## config.mk

```make
export PLATFORM = sky130hd
export DESIGN_NAME = lsig_reduce
export DESIGN_NICKNAME = d
export VERILOG_FILES = /design/src/lsig_pkg.sv /design/src/lsig_reduce.sv
export SDC_FILE = /design/constraint.sdc
export NUM_CORES = 1
export LEC_CHECK = 0
export ABC_AREA = 1
export BUFFER_PORTS_ARGS = -buffer_cell sky130_fd_sc_hd__buf_2
export CORE_MARGIN = 2
export CORE_UTILIZATION = 48
export CTS_CLUSTER_SIZE = 8
export DETAILED_ROUTE_END_ITERATION = 8
export PLACE_DENSITY = 0.65
export SLEW_MARGIN = 20
export SYNTH_ARGS = -nofsm -noshare
export SYNTH_HDL_FRONTEND = slang
export SYNTH_SLANG_ARGS = --single-unit
```

## constraint.sdc

```tcl
create_clock -name clk -period 7.2 [get_ports clk]
set_clock_uncertainty 0.1 [all_clocks]
set_input_delay 1.44 -clock clk [delete_from_list [all_inputs] [get_ports clk]]
set_output_delay 1.44 -clock clk [all_outputs]
set_load 0.02 [all_outputs]
```

## src/lsig_pkg.sv

```systemverilog
`timescale 1ns / 1ps

package lsig_pkg;

	localparam int IN_FRAC_BITS = 10;
	localparam int OUT_WIDTH = 16;
	localparam int X_WIDTH = 16;
	localparam int K_WIDTH = 6;
	localparam int SHIFT_LIMIT = 48;
	localparam int TAYLOR_TERMS = 12;
	localparam logic [31:0] LN2_Q32 = 32'd2977044472;

	typedef struct packed {
		logic signed [X_WIDTH-1:0] x_value;
		logic                      last_element;
	} lsig_in_t;

	typedef struct packed {
		logic [OUT_WIDTH-1:0] sigmoid_value;
		logic                 last_out;
	} lsig_out_t;

	// Range-reduced argument: |x| = k * ln2 + r, with r in Q0.32.
	typedef struct packed {
		logic               neg;
		logic               last;
		logic               big;
		logic [K_WIDTH-1:0] k;
		logic [31:0]        r;
	} lsig_red_t;

	// exp(-|x|) in Q0.32; the value 1.0 needs the extra bit.
	typedef struct packed {
		logic        neg;
		logic        last;
		logic [32:0] e;
	} lsig_exp_t;

endpackage

```

## src/lsig_reduce.sv

```systemverilog
`timescale 1ns / 1ps

module lsig_reduce #(
	parameter int IN_FRAC_BITS = lsig_pkg::IN_FRAC_BITS
) (
	input  logic                 clk,
	input  logic                 arst_n,
	input  logic                 en,
	input  logic                 in_valid,
	input  lsig_pkg::lsig_in_t   in_data,
	output logic                 out_valid,
	output lsig_pkg::lsig_red_t  out_data
);

	localparam int SHIFT = 32 - IN_FRAC_BITS;
	localparam int MAG_W = lsig_pkg::X_WIDTH;
	localparam int RECIP_SHIFT = MAG_W;
	localparam int RECIP_W = SHIFT + RECIP_SHIFT - 31;
	localparam logic [63:0] RECIP_WIDE =
		(64'd1 << (SHIFT + RECIP_SHIFT)) / 64'(lsig_pkg::LN2_Q32);
	localparam logic [RECIP_W-1:0] RECIP = RECIP_WIDE[RECIP_W-1:0];
	localparam int PROD_W = MAG_W + RECIP_W;
	localparam int K_W = lsig_pkg::K_WIDTH;
	localparam int KL_W = K_W + 32;
	localparam int T_W = MAG_W + SHIFT;
	localparam int DIFF_W = (T_W > KL_W) ? T_W : KL_W;

	// Stage 1: magnitude and the reciprocal estimate of k.
	logic [MAG_W-1:0]  x_raw;
	logic [MAG_W-1:0]  mag;
	logic [PROD_W-1:0] prod;

	logic              v_s1;
	logic              neg_s1;
	logic              last_s1;
	logic [MAG_W-1:0]  mag_s1;
	logic [PROD_W-1:0] prod_s1;

	assign x_raw = in_data.x_value;
	assign mag = x_raw[MAG_W-1] ? (~x_raw) + MAG_W'(1) : x_raw;
	assign prod = PROD_W'(mag) * PROD_W'(RECIP);

	always_ff @(posedge clk or negedge arst_n) begin
		if (!arst_n) begin
			v_s1 <= 1'b0;
		end else if (en) begin
			v_s1 <= in_valid;
		end
	end

	always_ff @(posedge clk) begin
		if (en) begin
			neg_s1  <= x_raw[MAG_W-1];
			last_s1 <= in_data.last_element;
			mag_s1  <= mag;
			prod_s1 <= prod;
		end
	end

	// Stage 2: the estimate is exact or one below the true quotient.
	logic [RECIP_W-1:0] kest;
	logic               kbig;
	logic [K_W-1:0]     k6;
	logic [KL_W-1:0]    kl;

	logic               v_s2;
	logic               neg_s2;
	logic               last_s2;
	logic               big_s2;
	logic [MAG_W-1:0]   mag_s2;
	logic [K_W-1:0]     k_s2;
	logic [KL_W-1:0]    kl_s2;

	assign kest = prod_s1[PROD_W-1:RECIP_SHIFT];
	assign kbig = 32'(kest) >= 32'(lsig_pkg::SHIFT_LIMIT);
	assign k6 = K_W'(kest);
	assign kl = KL_W'(k6) * KL_W'(lsig_pkg::LN2_Q32);

	always_ff @(posedge clk or negedge arst_n) begin
		if (!arst_n) begin
			v_s2 <= 1'b0;
		end else if (en) begin
			v_s2 <= v_s1;
		end
	end

	always_ff @(posedge clk) begin
		if (en) begin
			neg_s2  <= neg_s1;
			last_s2 <= last_s1;
			big_s2  <= kbig;
			mag_s2  <= mag_s1;
			k_s2    <= k6;
			kl_s2   <= kl;
		end
	end

	// Stage 3: remainder and the single correction step.
	logic [DIFF_W-1:0] t_full;
	logic [DIFF_W-1:0] diff;
	logic [32:0]       rpre;
	logic [32:0]       rsub;
	logic              corr;

	logic                v_s3;
	lsig_pkg::lsig_red_t red_s3;

	assign t_full = DIFF_W'(mag_s2) << SHIFT;
	assign diff = t_full - DIFF_W'(kl_s2);
	assign rpre = diff[32:0];
	assign rsub = rpre - 33'(lsig_pkg::LN2_Q32);
	assign corr = rpre >= 33'(lsig_pkg::LN2_Q32);

	always_ff @(posedge clk or negedge arst_n) begin
		if (!arst_n) begin
			v_s3 <= 1'b0;
		end else if (en) begin
			v_s3 <= v_s2;
		end
	end

	always_ff @(posedge clk) begin
		if (en) begin
			red_s3.neg  <= neg_s2;
			red_s3.last <= last_s2;
			red_s3.big  <= big_s2 | (corr & (k_s2 == K_W'(lsig_pkg::SHIFT_LIMIT - 1)));
			red_s3.k    <= k_s2 + K_W'(corr);
			red_s3.r    <= corr ? rsub[31:0] : rpre[31:0];
		end
	end

	assign out_valid = v_s3;
	assign out_data = red_s3;

	a_rem_below_ln2: assert property (@(posedge clk) disable iff (!arst_n)
		v_s3 && !red_s3.big |-> red_s3.r < lsig_pkg::LN2_Q32)
		else $error("reduced argument is not below ln2");

endmodule

```

==> impl_metrics.yaml <==
floorplanning:
  die_height_um: 154
  die_width_um: 154
  die_area_um2: 23600
  coreArea_um2: 21900
  start_util_pct: 49.1
  io-pin-count: 63
  num_rows: 54
timing:
  setup_tns_ns: 0
  finalHoldViolations: 0
  period_share_pct: 86.4
  setup_viol: 0
  finalMaxSlewViolations: 0
  rsz0062_at_grt: "false"
  clock.fmax_ghz: 0.161
  slew_headroom_pct: 28.6
  worst_pin_slew_ns: 1.06
  finalCriticalPeriod_ns: 6.22
synthesis:
  syn_area_um2: 10700
  synthTopCellsByCount: "nand2_1, inv_1, ha_1"
  seq_area_frac_synth_pct: 30.3
  synthArstFlopShare_pct: 2.75
  ys_top_cells_by_area: "edfxtp_1, ha_1, nand2_1, fa_1, inv_1"
  ys_seq_elements: 109
  syn_area_per_cell_um2: 8.08
  synth-edff-count: 106
  synth_compound_area_share_pct: 6.15
  ys_warn_count: 0
  synth_top_area_share_pct: 29.6
  synthCells: 1330
  synthFlopType: "edfxtp_1"
  synth_fa_ha_area_share_pct: 21.4
  synthMuxAreaShare_pct: 0.105
  yosysUniqueCellTypes: 44
  synth_top_family_by_area: "simple AND/OR/NAND/NOR gates"
  synth-xor-area-share_pct: 6.93
  synth_most_common_cell: "nand2_1"
  yosysTopAreaCell: "edfxtp_1"
  synthSimpleGateAreaFrac_pct: 26.1
detailed_routing:
  num_vias: 8489
  wire_per_inst_um: 13.6
  drt_pass1_iterations: 5
  vias_per_cell: 5.07
  wl_um: 22800
  drc: 0
  drtIter0Drc: 436
  detail-route-antenna-nets: 0
finish:
  diodes: 0
  stdcell_count: 1676
  fill_cells: 2138
  layout-drive-gt1-share_pct: 10.9
  layout.nets: 1571
  syn2layout_area_growth_pct: 7.93
worst_setup_path:
  crit_buf_inv: 8
  cp_top_family: "adder cells"
  r2r_cells: 15
  worst_setup_path_start_kind: "input port"
  end_kind: "flop"
  cp.depth: 29
  required_ns: 7.21
  crit_start: "in_data[1]"
  crit_path_frequent_cell: "inv_1"
  cp_slowest_cell: "fa_1"
  rr_endpoint: "kl_s2[30]"
  r2r_start: "prod_s1[19]"
  arrival_ns: 6.24
  crit_path_max_fanout: 5
  slowest_delay_ns: 0.51
  worst-r2r-setup-slack_ns: 2.19
  critPathKind: "in2reg"
global_route:
  grt_max_degree: 60
  grt_pass1_vias: 8460
  grt_pass1_wl_um: 39200
  gr-total-overflow: 0
  grt_use_total_pct: 20.3
  antenna_found_initial: 0
clock_tree:
  cts_buffer_depth: 2
  insertion_delay_ns: 0.36
  postCtsSetupBuffers: 0
  clock_sinks: 109
  hold_buffers: 0
  htree_levels: 3
  cts.root.buffer_cell: "clkbuf_16"
  cts_tree: "yes"
  cts_made_buffers: 9
  clk_pin_slew_worst_paths_ns: 0.07
  cts_resized: 0
placed_design:
  hpwl_um: 18900
  portBuffers: 59
  gp_congestion: 0.904
  dp_cells: 1660
hold_path:
  worstHoldPathType: "reg2reg"
  worstHoldStart: "neg_s1"
  hold_depth: 0
  holdPathEnd: "neg_s2"
run_status:
  status: "completed"
run:
  maxCapViolations: 0
layout by cell type (no fill, tap or decap), types with 4 or more instances in the layout:
cell,Yosys,routed
nand2_1,333,333
inv_1,212,212
ha_1,118,118
nor2_1,107,107
edfxtp_1,106,106
nand3_1,80,80
xor2_1,65,65
a21oi_1,60,60
buf_2,0,58
fa_1,41,41
o21ai_0,30,30
nand3_2,21,21
xnor2_1,20,20
nor3_1,15,15
nand4_1,14,14
inv_2,12,12
nor2_2,12,12
nand2_2,11,11
clkbuf_16,0,9
nor2_4,8,8
o21bai_1,6,6
nand3b_1,6,6
o31ai_1,4,4
or2_2,4,4
buf_4,7,4
kinds of logic after synthesis:
| group | after synthesis |
|---|---|
| buffers and inverters | 238 |
| XOR/XNOR | 85 |
| other | 1 |
| flip-flops | 109 |
| adder cells (fa/ha/maj) | 159 |
| AO/OA/AOI/OAI | 118 |
| AND/OR/NAND/NOR | 619 |
| multiplexers | 1 |
state kept, by name, indices dropped and copies added (netlist names):
register   cells
prod_s1        7
k_s2           6
out_valid      1
big_s2         1
neg_s1         1
v_s1           1
neg_s2         1
v_s2           1
mag_s2        11
last_s1        1
last_s2        1
kl_s2         29
mag_s1        11
out_data      37
worst max path at each step:
stage / endpoint / slack, ns
5_1_grt: prod_s1[21] / 0.21
3_3_place_gp: prod_s1[21] / 0.66
6_report: prod_s1[21] / 0.98
3_5_place_dp: prod_s1[21] / 0.56
4_1_cts: prod_s1[21] / 0.95
2_1_floorplan: prod_s1[21] / 1.21
routing by layer:
metal	vias up	part of all wire, %	global-route usage (%)
li1	4429	-	-
met1	3840	44	24.7
met2	159	49	35.9
met3	61	2.9	3.13
met4	0	3.6	8.52
met5	-	0	0
through the flow:
step	cell area, um2	util, %	hold WS, ns	setup slack (ns)
2_1_floorplan	10800	-	0.300	1.21
3_3_place_gp	11300	51.6	0.301	0.659
3_5_place_dp	11300	51.6	0.305	0.565
4_1_cts	11600	53.0	0.317	0.947
5_1_grt	11600	53.0	0.328	0.212
6_report	11600	53.0	0.321	0.976
layout make-up:
class / count / area, um2 / share of cell area (%)
repair buffers: 62 / 320 / 2.76
inverters: 224 / 841 / 7.25
clock inverters: 7 / 72.6 / 0.626
flip-flops and latches: 109 / 3260 / 28.1
clock buffers: 9 / 225 / 1.94
well taps: 280 / 350 / 3.02
multi-input cells: 985 / 6530 / 56.3
worst reg2reg max path, cell delays in order, from the launching register on:
cell      delay, ns
edfxtp_1       0.62
fa_1           0.73
inv_1          0.17
fa_1           0.55
fa_1           0.54
inv_1          0.04
ha_1           0.35
a21oi_1        0.17
nand2_1        0.09
nand3_1        0.08
nand2_1        0.11
a21oi_1        0.42
o21ai_0        0.26
a21oi_1        0.26
o21bai_1       0.10
xor2_1         0.15
Power is left out: the tool's default activity adds up to more than one toggle a clock period on the data nets, which glitch-free logic cannot reach.
